==> config.mk <==
export PLATFORM = sky130hd
export DESIGN_NAME = tea_skid_flat
export DESIGN_NICKNAME = d
export VERILOG_FILES = /design/src/tea_pkg.sv /design/src/tea_out_if.sv /design/src/tea_skid.sv /design/src/flat_wrapper.sv
export SDC_FILE = /design/constraint.sdc
export NUM_CORES = 1
export LEC_CHECK = 0
export ABC_CLOCK_PERIOD_IN_PS = 10200
export BUFFER_PORTS_ARGS = -buffer_cell sky130_fd_sc_hd__buf_2
export CAP_MARGIN = 20
export CORE_MARGIN = 5
export CORE_UTILIZATION = 43
export DETAILED_ROUTE_END_ITERATION = 8
export GPL_ROUTABILITY_DRIVEN = 0
export PLACE_DENSITY = 0.64
export SYNTH_ARGS = -nofsm -noshare
export SYNTH_HDL_FRONTEND = slang
export SYNTH_SLANG_ARGS = --single-unit
==> constraint.sdc <==
create_clock -name clk -period 10.2 [get_ports clk]
set_input_delay 2.04 -clock clk [delete_from_list [all_inputs] [get_ports clk]]
set_output_delay 2.04 -clock clk [all_outputs]
set_load 0.01 [all_outputs]
==> src/tea_pkg.sv <==
package tea_pkg;

  // cipher geometry
  localparam int unsigned ROUNDS = 32;
  localparam int unsigned STAGES = 2 * ROUNDS;
  localparam int unsigned WORD_W = 32;
  localparam int unsigned CFG_IDX_W = 8;

  localparam logic [WORD_W-1:0] DELTA = 32'h9e3779b9;

  // key register reset values
  localparam logic [WORD_W-1:0] KEY0_RST = 32'h0000_0004;
  localparam logic [WORD_W-1:0] KEY1_RST = 32'h0000_0003;
  localparam logic [WORD_W-1:0] KEY2_RST = 32'h0000_0002;
  localparam logic [WORD_W-1:0] KEY3_RST = 32'h0000_0001;

  // configuration register indexes
  localparam logic [CFG_IDX_W-1:0] REG_KEY0 = 8'd0;
  localparam logic [CFG_IDX_W-1:0] REG_KEY1 = 8'd1;
  localparam logic [CFG_IDX_W-1:0] REG_KEY2 = 8'd2;
  localparam logic [CFG_IDX_W-1:0] REG_KEY3 = 8'd3;

  // operation codes carried in the kind bit
  localparam logic KIND_ENC = 1'b0;
  localparam logic KIND_DEC = 1'b1;

  typedef logic [WORD_W-1:0] word_t;

  typedef struct packed {
    word_t k0;
    word_t k1;
    word_t k2;
    word_t k3;
  } key_t;

  // one item travelling down the round pipeline
  typedef struct packed {
    logic  valid;
    logic  kind;
    word_t v0;
    word_t v1;
  } stage_t;

  typedef struct packed {
    word_t first;
    word_t second;
  } result_t;

  // running sum seen by round rnd, for encryption and decryption
  function automatic word_t enc_sum(input int unsigned rnd);
    word_t n;
    n = WORD_W'(rnd + 1);
    return word_t'(DELTA * n);
  endfunction

  function automatic word_t dec_sum(input int unsigned rnd);
    word_t n;
    n = WORD_W'(ROUNDS - rnd);
    return word_t'(DELTA * n);
  endfunction

endpackage

==> src/tea_out_if.sv <==
interface tea_out_if;
  import tea_pkg::*;

  logic  valid;
  logic  ready;
  word_t out_first;
  word_t out_second;

  modport source (output valid, out_first, out_second, input ready);
  modport sink (input valid, out_first, out_second, output ready);
endinterface

==> src/tea_skid.sv <==
module tea_skid (
  input  logic              clk,
  input  logic              rst,
  input  logic              push,
  input  tea_pkg::result_t  din,
  output logic              full,
  tea_out_if.source         res
);
  import tea_pkg::*;

  result_t    buf_q [2];
  logic       wr_ptr;
  logic       rd_ptr;
  logic [1:0] count;
  logic       pop;

  assign full           = (count == 2'd2);
  assign pop            = res.valid && res.ready;
  assign res.valid      = (count != 2'd0);
  assign res.out_first  = buf_q[rd_ptr].first;
  assign res.out_second = buf_q[rd_ptr].second;

  // two-entry output buffer
  always_ff @(posedge clk) begin
    if (rst) begin
      wr_ptr <= 1'b0;
      rd_ptr <= 1'b0;
      count  <= 2'd0;
    end else begin
      if (push) begin
        wr_ptr <= ~wr_ptr;
      end
      if (pop) begin
        rd_ptr <= ~rd_ptr;
      end
      count <= count + {1'b0, push} - {1'b0, pop};
    end
    if (push) begin
      buf_q[wr_ptr] <= din;
    end
  end

endmodule

==> src/flat_wrapper.sv <==
// flat-port wrapper written by rule: the top's interface ports become plain ports
module tea_skid_flat import tea_pkg::*;
  (clk, rst, push, din, full, res_valid, res_out_first, res_out_second, res_ready);
  tea_out_if res_i ();
  input  logic clk;
  input  logic rst;
  input  logic push;
  input  tea_pkg::result_t din;
  output logic full;
  output wire logic [$bits(res_i.valid)-1:0] res_valid;
  output wire logic [$bits(res_i.out_first)-1:0] res_out_first;
  output wire logic [$bits(res_i.out_second)-1:0] res_out_second;
  input wire logic [$bits(res_i.ready)-1:0] res_ready;
  assign res_valid = res_i.valid;
  assign res_out_first = res_i.out_first;
  assign res_out_second = res_i.out_second;
  assign res_i.ready = res_ready;
  tea_skid u_core (.clk(clk), .rst(rst), .push(push), .din(din), .full(full), .res(res_i));
endmodule
; ---- After elaboration in Yosys (flattened, before gate mapping)
; Memory sizes are Yosys's and may differ from the RTL's. A register that Yosys moved wholly into a read port is not among the register bits.
; Index checks and enable logic that the tools add are counted.
[word_totals]
ff_bits = 4
ram_bits = 128
inputBits = 68
out_inout_bits = 66
word_cells = 15
n_memories = 1
[op_classes]
addsub = 2
n_eq_ne = 1
mux = 4
bitwise = 2
n_reduce_logical = 2
[mem_list]
columns = name, words, width, read_ports, rd_clocked_by_memory_dff, wr, line
row1 = u_core.buf_q, 2, 64, 1, 1, 1, tea_skid.sv:11  ; result_t buf_q [2];
[op_table]
columns = op, n
row1 = two-way mux 1 bit, 4
row2 = adder 2 x 1 -> 2 bit, 1
row3 = "== test 2 bit, second input constant", 1
row4 = NOT 1 bit, 2
row5 = nonzero test 2 bit, 1
row6 = subtractor 2 x 1 -> 2 bit, 1
row7 = logical AND 1 bit, 1

; ---- Longest topological paths before layout
[depth]
depth_word = 4
mapped_depth = 6
depth_no_buf = 6

; ---- Least setup slack after synthesis
; No wires, ideal clock.
[synth_timing]
path_kind = input -> register
from = in push
to = mem u_core.buf_q[0][0] in the netlist's numbering (enable)
setup_time_ns = 0.494
arrival_time_ns = 4.854
required_ns = 9.706
path_slack_ns = 4.852
cell_stages = 1
n_path_buf = 0
cell_sequence = nor2b_1
[synth_between]
elab_chain_cells = 2
[synth_rtl]
columns = item, line
row1 = from (decl), flat_wrapper.sv:7  ; input logic push;
row2 = two-way mux 1 bit, tea_skid.sv:38  ; if (push) begin
row3 = two-way mux 1 bit (not written as such), tea_skid.sv:39  ; buf_q[wr_ptr] <= din;
row4 = to (decl), tea_skid.sv:11
; Every way passes these cells.

==> results_dict.tcl <==
set metrics [dict create \
    yosysUniqueCellTypes 15 \
    chipHeight_um 120 \
    grt-ovfl-total 0 \
    fin_crit_sh_pct 42.8 \
    max_stage_delay_ns 0.68 \
    num_rows 40 \
    synthCells 222 \
    total_power_mw 1.57 \
    antenna_found_initial 1 \
    crit_buf_inv 2 \
    drv_slew 0 \
    postLayoutCellArea_um2 6500 \
    p_comb_share_pct 18.5 \
    min_period_ns 4.36 \
    yosysSeqAreaShare_pct 76.4 \
    max_freq_mhz 229 \
    synth_area_um2 5160 \
    crit_path_start_kind "flip-flop" \
    p_switching_uw 362 \
    multi_input_area_um2 1090 \
    seqPwrFrac_pct 42.8 \
    nets 439 \
    grt_pass1_wl_um 13800 \
    diodes 0 \
    crit_path_cell_trace "buf_4 > mux2_2 > buf_2" \
    layout.cells.non_filler 529 \
    postCtsHoldBufs 0 \
    outcome "completed" \
    synth_nets 292 \
    grtUsageTotal_pct 13.0 \
    tns_ns 0 \
    final_core_util_pct 54.6 \
    max_cap_violations 0 \
    drive_gt1_share_pct 60.7 \
    post_drt_wl_per_cell_um 16.6 \
    slew_headroom_pct 39.9 \
    p_sw_share_pct 23.0 \
    cp.arrival_ns 2.32 \
    cts_resized 0 \
    h-tree-depth 4 \
    grt_max_degree 65 \
    io_buffers 133 \
    yosys.area.top_type "edfxtp_1" \
    syn_avg_cell_area_um2 23.3 \
    ant_nets 0 \
    drc 0 \
    viasPerCell 4.66 \
    power_density_nw_per_um2 242 \
    worstSetupEndpointType "output port" \
    drt_wl_total_um 8780 \
    slowest_stage "dfxtp_4" \
    p_int_mw 1.21 \
    ir_drop_v 0.000213 \
    worst_slew_pin_slew_ns 0.901 \
    synthMuxAreaShare_pct 18.8 \
    seqCellArea_um2 3950 \
    io_pins 134 \
    place_ws_ns 6.22 \
    hpwlAfterDp_um 5650 \
    finalClockSkew_ns 0.00478 \
    dr.pass1.iters 4 \
    synth_top_family_by_area "multiplexers" \
    grt_pass1_vias 2685 \
    cts_setup_buffers 0 \
    cts.sinks 133 \
    die_x_um 120 \
    cts_tree "built" \
    synth_fa_ha_area_share_pct 0.485 \
    critPathTopFamily "buffers and inverters" \
    num_vias 2464 \
    setup_ws_ns 5.84 \
    synthSimpleGateAreaFrac_pct 0.945 \
    pwr-share-clk_pct 38.8 \
    crit_fanout 38 \
    cts_buffer_depth 2 \
    clk_latency_ns 0.41 \
    design.die.area_um2 14300 \
    yosys_warnings 0 \
    core_um2 11900 \
    clkTransAtPathRegs_ns 0.05 \
    dp.cells 497 \
    critical_path_class "flip-flop to output port" \
    cts-root-buf "clkbuf_16" \
    finalHoldViolCount 0 \
    ys_ff_latch 133 \
    start_util_pct 43.4 \
    place_area_um2 5910 \
    synth-compound-area-share_pct 0.145 \
    area_delta_synth_final_pct 26.0 \
    drt-initial-drc-count 115 \
    synth-xor-area-share_pct 0.606 \
    rsz0062_at_grt "false" \
    finalSetupViolations 0 \
    fillCellCount 941 \
    ys_top_cells_by_area "edfxtp_1 74%, mux2_4 17%, buf_12 2.3%, dfxtp_1 1.9%, mux2_2 1.3%" \
    hold_path.class "flip-flop to flip-flop" \
    cp_data_required_time_ns 8.16 \
    hold_ws_ns 0.586 \
    p_leak_nw 2.60 \
    numCtsBuffers 17 \
    synth.top_cell.area_share_pct 74.4 \
]
[placed cells by master, fill, tap and decap left out, drive strengths merged]
cell and instances:
nor2 3, ha 2, and2 1, bufinv 4, inv 2, mux2 66, edfxtp 128, dfxtp 5
nor2b 4, clkinv 10, xnor2 1, buf 135, or2 1, o21a 1, xnor3 1, clkbuf 18
[registers in the layout (all words and copies together) (netlist names), named ones only]
name / flops
u_core.count: 2
u_core.wr_ptr: 1
u_core.rd_ptr: 1
u_core.buf_q: 128
[power groups by stage]
stage / clock [mW] / combinational (mW) / sequential [mW]
finish: 0.609 / 0.290 / 0.672
global route: 0.651 / 0.312 / 0.678
CTS: 0.622 / 0.297 / 0.674
detailed placement: 0 / 0.295 / 0.685
global placement: 0 / 0.291 / 0.682
floorplan: 0 / 0.243 / 0.664
[area by class of cell]
class | instances | area share [%]
clock inverter | 14 | 2.54
timing repair buffer | 135 | 10.5
multi-input combinational | 80 | 16.8
clock buffer | 18 | 6.60
sequential | 133 | 60.7
inverter | 2 | 0.115
tap | 147 | 2.83
[per-layer routing]
layer / up-vias / GRT usage, % / part of all wire (%)
met3: 13 / 6.36 / 8.5
li1: 1165 / - / -
met5: - / 0 / 0.13
met1: 1191 / 14.8 / 42
met4: 2 / 6.01 / 1.3
met2: 93 / 20.6 / 48
[Yosys cell counts]
| cell | number |
|---|---|
| edfxtp_1 | 128 |
| mux2_4 | 60 |
| buf_12 | 6 |
| mux2_2 | 6 |
| dfxtp_1 | 5 |
| nor2b_1 | 4 |
| nor2_1 | 3 |
| ha_1 | 2 |
| inv_1 | 2 |
| and2_1 | 1 |
| buf_6 | 1 |
| o21a_1 | 1 |
| or2_2 | 1 |
| xnor2_1 | 1 |
| xnor3_1 | 1 |
[kinds of logic (layout without fill, tap and decap cells)]
group / after synthesis / in the layout
buffers and inverters: 9 / 169
and+or+nand+nor: 9 / 9
AOI/OAI and AO/OA: 1 / 1
xor gates and xnor gates: 2 / 2
muxes: 66 / 66
adders and majority gates: 2 / 2
DFF: 133 / 133
[tightest hold or removal path, delay by kind of cell (launching register included)]
kind,cells,cell delay [ns]
and+or+nand+nor,1,0.07
DFF,1,0.35
xor gates and xnor gates,1,0.14
[final timing paths]
| path | from | to | slack (ns) | depth (start not counted) |
|---|---|---|---|---|
| max | flip-flop | res_out_second[0] | 5.84 | 3 |
| min | u_core.wr_ptr$_SDFFE_PP0P_ | u_core.wr_ptr$_SDFFE_PP0P_ | 0.59 | 2 |
| max reg2reg | u_core.wr_ptr$_SDFFE_PP0P_ | u_core.buf_q[0][1]$_DFFE_PP_ | 8.27 | 2 |
| min reg2reg | u_core.wr_ptr$_SDFFE_PP0P_ | u_core.wr_ptr$_SDFFE_PP0P_ | 0.59 | 2 |
No activity file was read; power rests on OpenSTA's default activity.
