==> src/tea_pkg.sv <==
package tea_pkg;

  // cipher geometry
  localparam int unsigned ROUNDS = 32;
  localparam int unsigned STAGES = 2 * ROUNDS;
  localparam int unsigned WORD_W = 32;
  localparam int unsigned CFG_IDX_W = 8;

  localparam logic [WORD_W-1:0] DELTA = 32'h9e3779b9;

  // key register reset values
  localparam logic [WORD_W-1:0] KEY0_RST = 32'h0000_0004;
  localparam logic [WORD_W-1:0] KEY1_RST = 32'h0000_0003;
  localparam logic [WORD_W-1:0] KEY2_RST = 32'h0000_0002;
  localparam logic [WORD_W-1:0] KEY3_RST = 32'h0000_0001;

  // configuration register indexes
  localparam logic [CFG_IDX_W-1:0] REG_KEY0 = 8'd0;
  localparam logic [CFG_IDX_W-1:0] REG_KEY1 = 8'd1;
  localparam logic [CFG_IDX_W-1:0] REG_KEY2 = 8'd2;
  localparam logic [CFG_IDX_W-1:0] REG_KEY3 = 8'd3;

  // operation codes carried in the kind bit
  localparam logic KIND_ENC = 1'b0;
  localparam logic KIND_DEC = 1'b1;

  typedef logic [WORD_W-1:0] word_t;

  typedef struct packed {
    word_t k0;
    word_t k1;
    word_t k2;
    word_t k3;
  } key_t;

  // one item travelling down the round pipeline
  typedef struct packed {
    logic  valid;
    logic  kind;
    word_t v0;
    word_t v1;
  } stage_t;

  typedef struct packed {
    word_t first;
    word_t second;
  } result_t;

  // running sum seen by round rnd, for encryption and decryption
  function automatic word_t enc_sum(input int unsigned rnd);
    word_t n;
    n = WORD_W'(rnd + 1);
    return word_t'(DELTA * n);
  endfunction

  function automatic word_t dec_sum(input int unsigned rnd);
    word_t n;
    n = WORD_W'(ROUNDS - rnd);
    return word_t'(DELTA * n);
  endfunction

endpackage

==> src/tea_half_stage.sv <==
module tea_half_stage (
  input  logic            clk,
  input  logic            rst,
  input  logic            en,
  input  logic            second,
  input  tea_pkg::word_t  sum_enc,
  input  tea_pkg::word_t  sum_dec,
  input  tea_pkg::key_t   key,
  input  tea_pkg::stage_t d,
  output tea_pkg::stage_t q
);
  import tea_pkg::*;

  logic  upd_v0;
  word_t x;
  word_t ka;
  word_t kb;
  word_t s;
  word_t mix;
  word_t tgt;
  word_t res;

  // which half gets updated: encrypt goes v0 then v1, decrypt v1 then v0
  assign upd_v0 = ~(d.kind ^ second);
  assign x      = upd_v0 ? d.v1 : d.v0;
  assign ka     = upd_v0 ? key.k0 : key.k2;
  assign kb     = upd_v0 ? key.k1 : key.k3;
  assign s      = (d.kind == KIND_DEC) ? sum_dec : sum_enc;

  // tea mixing function
  assign mix = ((x << 4) + ka) ^ (x + s) ^ ((x >> 5) + kb);
  assign tgt = upd_v0 ? d.v0 : d.v1;
  assign res = (d.kind == KIND_DEC) ? (tgt - mix) : (tgt + mix);

  // stage register
  always_ff @(posedge clk) begin
    if (rst) begin
      q.valid <= 1'b0;
    end else if (en) begin
      q.valid <= d.valid;
    end
    if (en) begin
      q.kind <= d.kind;
      q.v0   <= upd_v0 ? res : d.v0;
      q.v1   <= upd_v0 ? d.v1 : res;
    end
  end

endmodule

==> config.mk <==
export PLATFORM = sky130hd
export DESIGN_NAME = tea_half_stage
export DESIGN_NICKNAME = d
export VERILOG_FILES = /design/src/tea_pkg.sv /design/src/tea_half_stage.sv
export SDC_FILE = /design/constraint.sdc
export NUM_CORES = 1
export LEC_CHECK = 0
export ABC_AREA = 0
export BUFFER_PORTS_ARGS = -buffer_cell sky130_fd_sc_hd__buf_4
export CAP_MARGIN = 25
export CORE_AREA = 2 2 166 168
export DETAILED_ROUTE_END_ITERATION = 10
export DIE_AREA = 0 0 168 170
export PLACE_DENSITY = 0.69
export SYNTH_ARGS = -nofsm -noshare
export SYNTH_HDL_FRONTEND = slang
export SYNTH_SLANG_ARGS = --single-unit
==> constraint.sdc <==
create_clock -name clk -period 13.5 [get_ports clk]
set_clock_uncertainty 0.05 [all_clocks]
set_input_delay 2.025 -clock clk [delete_from_list [all_inputs] [get_ports clk]]
set_output_delay 2.025 -clock clk [all_outputs]
set_load 0.01 [all_outputs]
Word level (Yosys, flattened, before mapping)
Cells that the tools add are included.
{"block": "classes", "addsub": 5, "mux": 8, "bitwise": 3}
{"operator": "32-bit two-way mux", "count": 8}
{"operator": "32-bit adder", "count": 3}
{"operator": "32-bit bitwise XOR", "count": 2}
{"operator": "27-bit by 32-bit adder with 32-bit output", "count": 1}
{"operator": "32-bit subtractor", "count": 1}
{"operator": "1-bit bitwise XOR", "count": 1}
{"block": "totals", "ff_bits": 66, "output_inout_bits": 66, "inputBits": 262, "wordCells": 20}

Logic depth before layout (Yosys ltp)
Gate-level depths: netlist of the first run.
{"block": "logic_depth", "depth_word": 8, "ltp_mapped": 38, "ltp_nobuf": 31}

Least setup slack after synthesis of the first run
OpenSTA, ideal clock, no wires.
{"block": "synth_path", "kind": "input port to flip-flop", "start": "in d[64] (netlist name)", "end": "reg q[31] (netlist name) (data pin)", "stages": 36, "n_path_buf": 6, "setup_ps": 272, "arrival_ps": 9438, "slack_ps": 3739, "required_time_ps": 13178, "cell_sequence": "buf_2 > xnor2_2 > clkbuf_1 > clkbuf_1 > clkbuf_1 > clkbuf_1 > nand2_1 > nand2_1 > ha_1 > a211oi_1 > o21ai_0 > o31ai_1 > o21ai_0 > a21o_1 > a21oi_1 > xnor3_1 > nor2b_1 > and2_1 > nor3b_1 > and2_1 > clkbuf_1 > a31oi_1 > xor2_1 > ha_1 > and3_1 > nand2_1 > nor2_1 > a211oi_1 > o31a_1 > o21ai_0 > o41ai_1 > o211ai_1 > a21oi_1 > xnor2_1 > xor2_1 > o221ai_1"}
{"block": "synth_via", "elab_chain_len": 8, "word_cells_on_any_way": 15, "cone_classes": "add/sub (5); mux (7); bitwise (3)"}
{"item": "start, declared", "line_no": "tea_half_stage.sv:9", "source": "input tea_pkg::stage_t d,"}
{"item": "1-bit bitwise XOR", "line_no": "tea_half_stage.sv:24", "source": "assign upd_v0 = ~(d.kind ^ second);"}
{"item": "32-bit two-way mux, on equally long branches", "line_no": "tea_half_stage.sv:26, tea_half_stage.sv:25"}
{"item": "32-bit adder", "line_no": "tea_half_stage.sv:31", "source": "assign mix = ((x << 4) + ka) ^ (x + s) ^ ((x >> 5) + kb);"}
{"item": "32-bit bitwise XOR (2 in series)", "line_no": "tea_half_stage.sv:31"}
{"item": "32-bit adder or 32-bit subtractor (tied branches)", "line_no": "tea_half_stage.sv:33", "source": "assign res = (d.kind == KIND_DEC) ? (tgt - mix) : (tgt + mix);"}
{"item": "32-bit two-way mux", "line_no": "tea_half_stage.sv:33"}
{"item": "32-bit two-way mux *", "line_no": "tea_half_stage.sv:45", "source": "q.v1 <= upd_v0 ? d.v1 : res;"}
{"item": "end, declared", "line_no": "tea_half_stage.sv:10", "source": "output tea_pkg::stage_t q"}
Mark *: on every way between the ends. The rest lies on a longest branch, timed or not.
A chain may end at the register's enable or synchronous reset.

Final worst setup path of the first run
{"block": "layout_path", "start": "in second", "end": "reg q[63] (netlist name) (data pin)"}
{"block": "layout_via", "elab_chain_len": 8, "word_cells_on_any_way": 14, "cone_classes": "add/sub (5); mux (6); bitwise (3)"}
{"item": "start, declared", "line_no": "tea_half_stage.sv:5", "source": "input logic second,"}
{"item": "1-bit bitwise XOR *", "line_no": "tea_half_stage.sv:24"}
{"item": "32-bit two-way mux, on equally long branches", "line_no": "tea_half_stage.sv:26, tea_half_stage.sv:25"}
{"item": "32-bit adder", "line_no": "tea_half_stage.sv:31"}
{"item": "32-bit bitwise XOR (2 in series)", "line_no": "tea_half_stage.sv:31"}
{"item": "32-bit adder or 32-bit subtractor (tied branches)", "line_no": "tea_half_stage.sv:33"}
{"item": "32-bit two-way mux", "line_no": "tea_half_stage.sv:33"}
{"item": "32-bit two-way mux *", "line_no": "tea_half_stage.sv:44", "source": "q.v0 <= upd_v0 ? res : d.v0;"}
Marks and branches as above.

==> metrics.yaml, run 1 <==
routing:
  number_of_design_rule_violations_left_by_the_first_detailed_router_iteration: 1223
  post_detailed_route_drc_marker_count: 0
  route.detailed.vias_per_inst: 5.74
  antenna_violating_nets_post_route: 0
  post_drt_wl_per_cell_um: 19.2
  drtPass1Iterations: 6
  routed-via-count: 12600
  postRouteWirelength_um: 42000
cts:
  clock_tree.root_cell: "clkbuf_16"
  cts_hold_repair.buffers: 0
  cts_tree: "done"
  clkSlewWorstSetupHoldPaths_ps: 50
  number_of_buffers_on_the_longest_clock_path: 2
  clkSinkCount: 66
  cts_setup_buffers: 0
  cts-buffers-inserted: 9
  ctsHtreeMaxLevel: 3
  clkLatencyLatePin_ps: 330
  cts_resized: 0
global_routing:
  all_layer_global_routing_usage: 0.281
  grt_start_max_net_pins: 133
  initial_antenna_violation_count: 1
  grt_pass1_vias: 11300
  globalRouteMet1Util: 0.419
  grt.overflow.total: 0
  grtUsageMet3: 0.0486
  use_met2: 0.423
  busiest_layer: "met2"
  wire_length_of_the_first_global_routing_pass_um: 62500
logic_synthesis:
  synth_compound_gate_area_share: 0.212
  netlist.area_leader.share: 0.165
  synth-edff-count: 65
  yosysSeqAreaShare: 0.166
  synthAdderAreaFrac: 0.131
  synth_simple_gate_area_share: 0.231
  synthCells: 1557
  syn_avg_cell_area_sq_um: 7.62
  postSynthNetCount: 1939
  leading_area_contributor_after_synthesis: "edfxtp_1"
  synth.mux.area_fraction: 0.0592
  synth_xor_area_frac: 0.171
  postSynth.asyncResetShare: 0
  synth_top_cells_by_count: "402 x nand2_1, 134 x xnor2_1, 118 x ha_1"
  yosysMostFrequentCell: "nand2_1"
  synth.cell_area_sq_um: 11900
  synth_top_cells_by_area: "edfxtp_1 16%, nand2_1 13%, ha_1 12%"
  ys.flop_type: "edfxtp_1"
  warnings_synthesis: 0
  yosysUniqueCellTypes: 81
  synth_top_family_by_area: "simple AND/OR/NAND/NOR gates"
  yosys_register_bits: 66
setup_path:
  critical_path.max_fanout: 132
  endpoint_kind: "flop"
  critical-path-slowest-cell: "nor3b_1"
  r2r_slack_ps: 12860
  reg2reg_from: "q[65]"
  worst_setup_path_endpoint: "q[63]"
  worst_ep_arrival_time_ps: 10530
  crit_path_cell_count: 31
  worst_ep_required_time_ps: 13510
  path_class: "input pin to flop"
  cell_count_of_the_worst_reg_to_reg_path: 2
  cpMostUsedCell: "nand2_1"
  worst_setup_path_start_kind: "input pin"
  r2r-end: "q[65]"
  startpoint: "second"
  critPathMaxStageDelay_ps: 770
  path_delay_family: "compound AO/OA/AOI/OAI gates"
  total_buffers_and_inverters_traversed_by_the_critical_path: 2
timing:
  hold_ws_ps: 462
  setup_violations: 0
  fin_tns_setup_ps: 0
  slew_viol_final: 0
  timing.final.crit_share: 0.779
  rsz0062_at_grt: "no"
  slew_headroom: 0.383
  finalWorstPathRequiredPeriod_ps: 10520
  worst_pin_slew_ps: 924
  hold_viol_final: 0
  max_clock_freq_ghz: 0.0951
final_layout:
  finish.net_count: 2225
  regArea_sq_um: 1970
  largest_register_ffs: 66
  drive_above_1_share: 0.221
  antennaDiodeCount: 0
  syn2layout_area_growth_pct: 25.6
  final_core_utilization: 0.559
  max_flop_register: "q"
  biggest_regs: "q x66"
  multi_input_comb_area_sq_um: 9570
  instances_no_fill: 2189
  final.fill_count: 2559
floorplanning:
  fp.dieW_um: 168
  core.rowCount: 60
  fp.dieArea_sq_um: 28600
  initial_utilization: 0.445
  floorplan.core_area_sq_um: 26700
  design.portCount: 328
  fp.dieH_um: 170
hold_path:
  hold_path_class: "flop to flop"
  hold-path-cell-count: 2
run_status:
  run_status: "finished clean"
place:
  hpwlAfterDp_um: 34900
  placed_insts: 2172
  buffer_ports.inserted: 327
  place.gp.congestion: 0.989
pwr:
  leakagePower_uw: 0.00727
  power_uw: 3420
  power-per-cell-area_nw_per_um2: 230
  worst_ir_drop_vdd_mv: 0.130
flow_run:
  drv.max_cap_violation_count: 0
-- cell families (layout without fill, tap and decap cells) --
group,Yosys count,after routing
xor+xnor,206,206
fa+ha+maj,124,124
compound gates,398,398
mux,61,61
simple gates,618,618
flops,66,66
buf+inv,84,375
-- through the flow --
stage	area [sq um]	setup WS, ps
finish	14900	2980
global route	14900	2290
CTS	14900	3080
detailed placement	14600	2830
global placement	14600	2930
floorplan	11900	3740
-- layout by cell type (no fill, tap or decap), types with 32 or more instances in the layout --
master | synthesis | layout
nand2_1 | 402 | 402
buf_4 | 2 | 333
xnor2_1 | 134 | 134
ha_1 | 118 | 118
o21ai_0 | 106 | 106
a21oi_1 | 97 | 97
a21o_1 | 68 | 68
edfxtp_1 | 65 | 65
nor2_1 | 64 | 64
xor2_1 | 55 | 55
mux2_2 | 32 | 32
-- layer usage --
metal,share of wire,up-vias,wire length [um]
li1,-,6119,-
met1,0.47,5836,19800
met2,0.43,558,18000
met3,0.087,45,3660
met4,0.015,0,629
met5,0,-,0
-- worst min-delay path by stage --
stage / from / endpoint
after global placement: q[65] / q[65]
after detailed placement: q[65] / q[65]
final: q[65] / q[65]
after CTS: q[65] / q[65]
after floorplan: q[65] / q[65]
after global routing: q[65] / q[65]
-- cell type report --
| class | count | share of cell area |
|---|---|---|
| Multi-Input combinational cell | 1407 | 0.642 |
| Timing Repair Buffer | 335 | 0.170 |
| Sequential cell | 66 | 0.132 |
| Tap cell | 341 | 0.0286 |
| Clock buffer | 13 | 0.0168 |
| Inverter | 24 | 0.00605 |
| Clock inverter | 3 | 0.00437 |
-- tightest hold or removal path: stages (launching register included) --
cell     delay, ps
dfxtp_1        340
mux2i_1         70
nor2_1          70
-- power by group --
| part | switching [uW] | internal, uW |
|---|---|---|
| Clock | 84.8 | 167 |
| Combinational | 1580 | 1170 |
| Sequential | 28.6 | 397 |
| Total | 1690 | 1730 |
(Power assumes the default switching activity.)
==> run 2, diff against run 1 <==
clock period = 10.3 ns   (was 13.5 ns; I/O delays follow)
==> run 2 against run 1 <==
Total power is 30% higher. Sequential power grew 32%. Highest routed layer unchanged. Flip-flop and latch count stayed put.
==> metrics.yaml, run 2 (synthesis gave the netlist of run 1 again) <==
final_layout:
  drive_above_1_share: 0.222  # was 0.221
  antennaDiodeCount: 0  # unchanged
  max_flop_register: "q"  # unchanged
  final.fill_count: 2560  # was 2,559
  finish.net_count: 2228  # was 2,225
  largest_register_ffs: 66  # unchanged
  multi_input_comb_area_sq_um: 9570  # unchanged
  biggest_regs: "q x66"  # unchanged
  most_frequent_cells_in_the_layout: "402 x nand2_1, 338 x buf_4, 134 x xnor2_1"  # was 402 x nand2_1, 333 x buf_4, 134 x xnor2_1
  regArea_sq_um: 1970  # unchanged
  syn2layout_area_growth_pct: 25.8  # was 25.6%
  layout_commonest_cell: "nand2_1"  # unchanged
  final_core_utilization: 0.560  # was 0.559
setup_path:
  cell_count_of_the_worst_reg_to_reg_path: 2  # unchanged
  worst_setup_path_start_kind: "input pin"  # unchanged
  r2r_slack_ps: 9670  # was 12,860 ps
  critPathMaxStageDelay_ps: 740  # was 770 ps
  worst_ep_arrival_time_ps: 9560  # was 10,530 ps
  critical-path-slowest-cell: "xnor2_4"  # was nor3b_1
  startpoint: "d[64]"  # was second
  worst_setup_path_endpoint: "q[31]"  # was q[63]
  reg2reg_from: "q[65]"  # unchanged
  r2r-end: "q[65]"  # unchanged
  endpoint_kind: "flop"  # unchanged
  crit_path_cell_count: 32  # was 31
  path_class: "input pin to flop"  # unchanged
  critical_path.max_fanout: 39  # was 132
  path_delay_family: "compound AO/OA/AOI/OAI gates"  # unchanged
  total_buffers_and_inverters_traversed_by_the_critical_path: 2  # unchanged
  worst_ep_required_time_ps: 10320  # was 13,510 ps
global_routing:
  grt_pass1_vias: 11500  # was 11,300
  grt_start_max_net_pins: 67  # was 133
  wire_length_of_the_first_global_routing_pass_um: 61800  # was 62,500 um
  all_layer_global_routing_usage: 0.274  # was 0.281
  grt.overflow.total: 0  # unchanged
  initial_antenna_violation_count: 0  # was 1
floorplanning:
  fp.dieW_um: 168  # unchanged
  design.portCount: 328  # unchanged
  fp.dieArea_sq_um: 28600  # unchanged
  core.rowCount: 60  # unchanged
  initial_utilization: 0.445  # unchanged
  fp.dieH_um: 170  # unchanged
  floorplan.core_area_sq_um: 26700  # unchanged
cts:
  clkSlewWorstSetupHoldPaths_ps: 60  # was 50 ps
  cts_hold_repair.buffers: 0  # unchanged
  clkLatencyLatePin_ps: 330  # about the same
  cts_tree: "done"  # unchanged
  clkSinkCount: 66  # unchanged
  number_of_buffers_on_the_longest_clock_path: 2  # unchanged
  cts_resized: 0  # unchanged
  ctsHtreeMaxLevel: 3  # unchanged
  clock_tree.root_cell: "clkbuf_16"  # unchanged
  cts-buffers-inserted: 9  # unchanged
  cts_setup_buffers: 0  # unchanged
timing:
  hold_viol_final: 0  # unchanged
  fin_tns_setup_ps: 0  # unchanged
  finalWorstPathRequiredPeriod_ps: 9550
  worst_pin_slew_ps: 969  # was 924 ps
  setup_violations: 0  # unchanged
  rsz0062_at_grt: "no"  # unchanged
  slew_viol_final: 0  # unchanged
  timing.final.crit_share: 0.927
  slew_headroom: 0.346  # was 0.383
  max_clock_freq_ghz: 0.105
flow_run:
  drv.max_cap_violation_count: 0  # unchanged
pwr:
  power.share.combinational: 0.798  # was 0.802
  leakagePower_uw: 0.00728  # was 0.00727 uW
  power-per-cell-area_nw_per_um2: 298  # was 230 nW/um^2
  p_sw_uw: 2180  # was 1690 uW
  pwr-share-clk: 0.076  # was 0.073
  share_seq_of_total_power: 0.126  # was 0.124
  switching_share: 0.490  # was 0.494
  worst_ir_drop_vdd_mv: 0.147  # was 0.130 mV
  power_uw: 4440  # was 3420 uW
  intPower_uw: 2260  # was 1730 uW
routing:
  route.detailed.vias_per_inst: 5.77  # was 5.74
  postRouteWirelength_um: 40900  # was 42,000 um
  number_of_design_rule_violations_left_by_the_first_detailed_router_iteration: 1433  # was 1,223
  antenna_violating_nets_post_route: 0  # unchanged
  post_detailed_route_drc_marker_count: 0  # unchanged
  routed-via-count: 12600  # about the same
  post_drt_wl_per_cell_um: 18.7  # was 19.2 um
  drtPass1Iterations: 6  # unchanged
hold_path:
  hold_path_class: "flop to flop"  # unchanged
place:
  place.gp.congestion: 0.995  # was 0.989
  buffer_ports.inserted: 327  # unchanged
  hpwlAfterDp_um: 34400  # was 34,900 um
run_status:
  run_status: "finished clean"  # unchanged
==> run 2: how the worst min path moves through the flow <==
stage                     depth (start not counted)    end  start  slack [ps]
after floorplan                                   2  q[65]  q[65]         480
after global placement                            2  q[65]  q[65]         430
after detailed placement                          2  q[65]  q[65]         440
after CTS                                         2  q[65]  q[65]         450
after global routing                              2  q[65]  q[65]         490
final                                             2  q[65]  q[65]         440
==> run 2: per-stage QoR <==
step	hold slack, ps	area [sq um]	instances	setup slack [ps]
after floorplan	478	11900	1557	1020
after global placement	425	14600	2176	816
after detailed placement	436	14600	2176	619
after CTS	449	14900	2192	835
after global routing	491	14900	2192	137
final	443	14900	2192	751
==> run 2: layer usage <==
layer | vias up | track usage | wire, um
met1 | 5886 | 0.408 | 19200
met2 | 574 | 0.429 | 18000
li1 | 6148 | - | -
met5 | - | 0 | 0
met4 | 0 | 0.0488 | 488
met3 | 36 | 0.0288 | 3230
==> run 2: layout make-up <==
class | count | area share
inverter | 24 | 0.00604
tap | 341 | 0.0286
multi-input combinational | 1407 | 0.641
timing repair buffer | 338 | 0.170
clock inverter | 2 | 0.00403
sequential | 66 | 0.132
clock buffer | 14 | 0.0177
==> run 2: power by group through the flow <==
stage                     clock, uW  sequential [uW]  combinational (uW)
final                           336              560                3550
after CTS                       339              563                3480
after global placement            0              565                3410
after detailed placement          0              567                3450
after global routing            351              574                3850
after floorplan                   0              630                2430
==> run 2: worst register-to-register path: cells and delay by family (launching register included) <==
kind / cells / cell delay, ps
muxes: 1 / 120
DFF: 1 / 300
and+or+nand+nor: 1 / 50
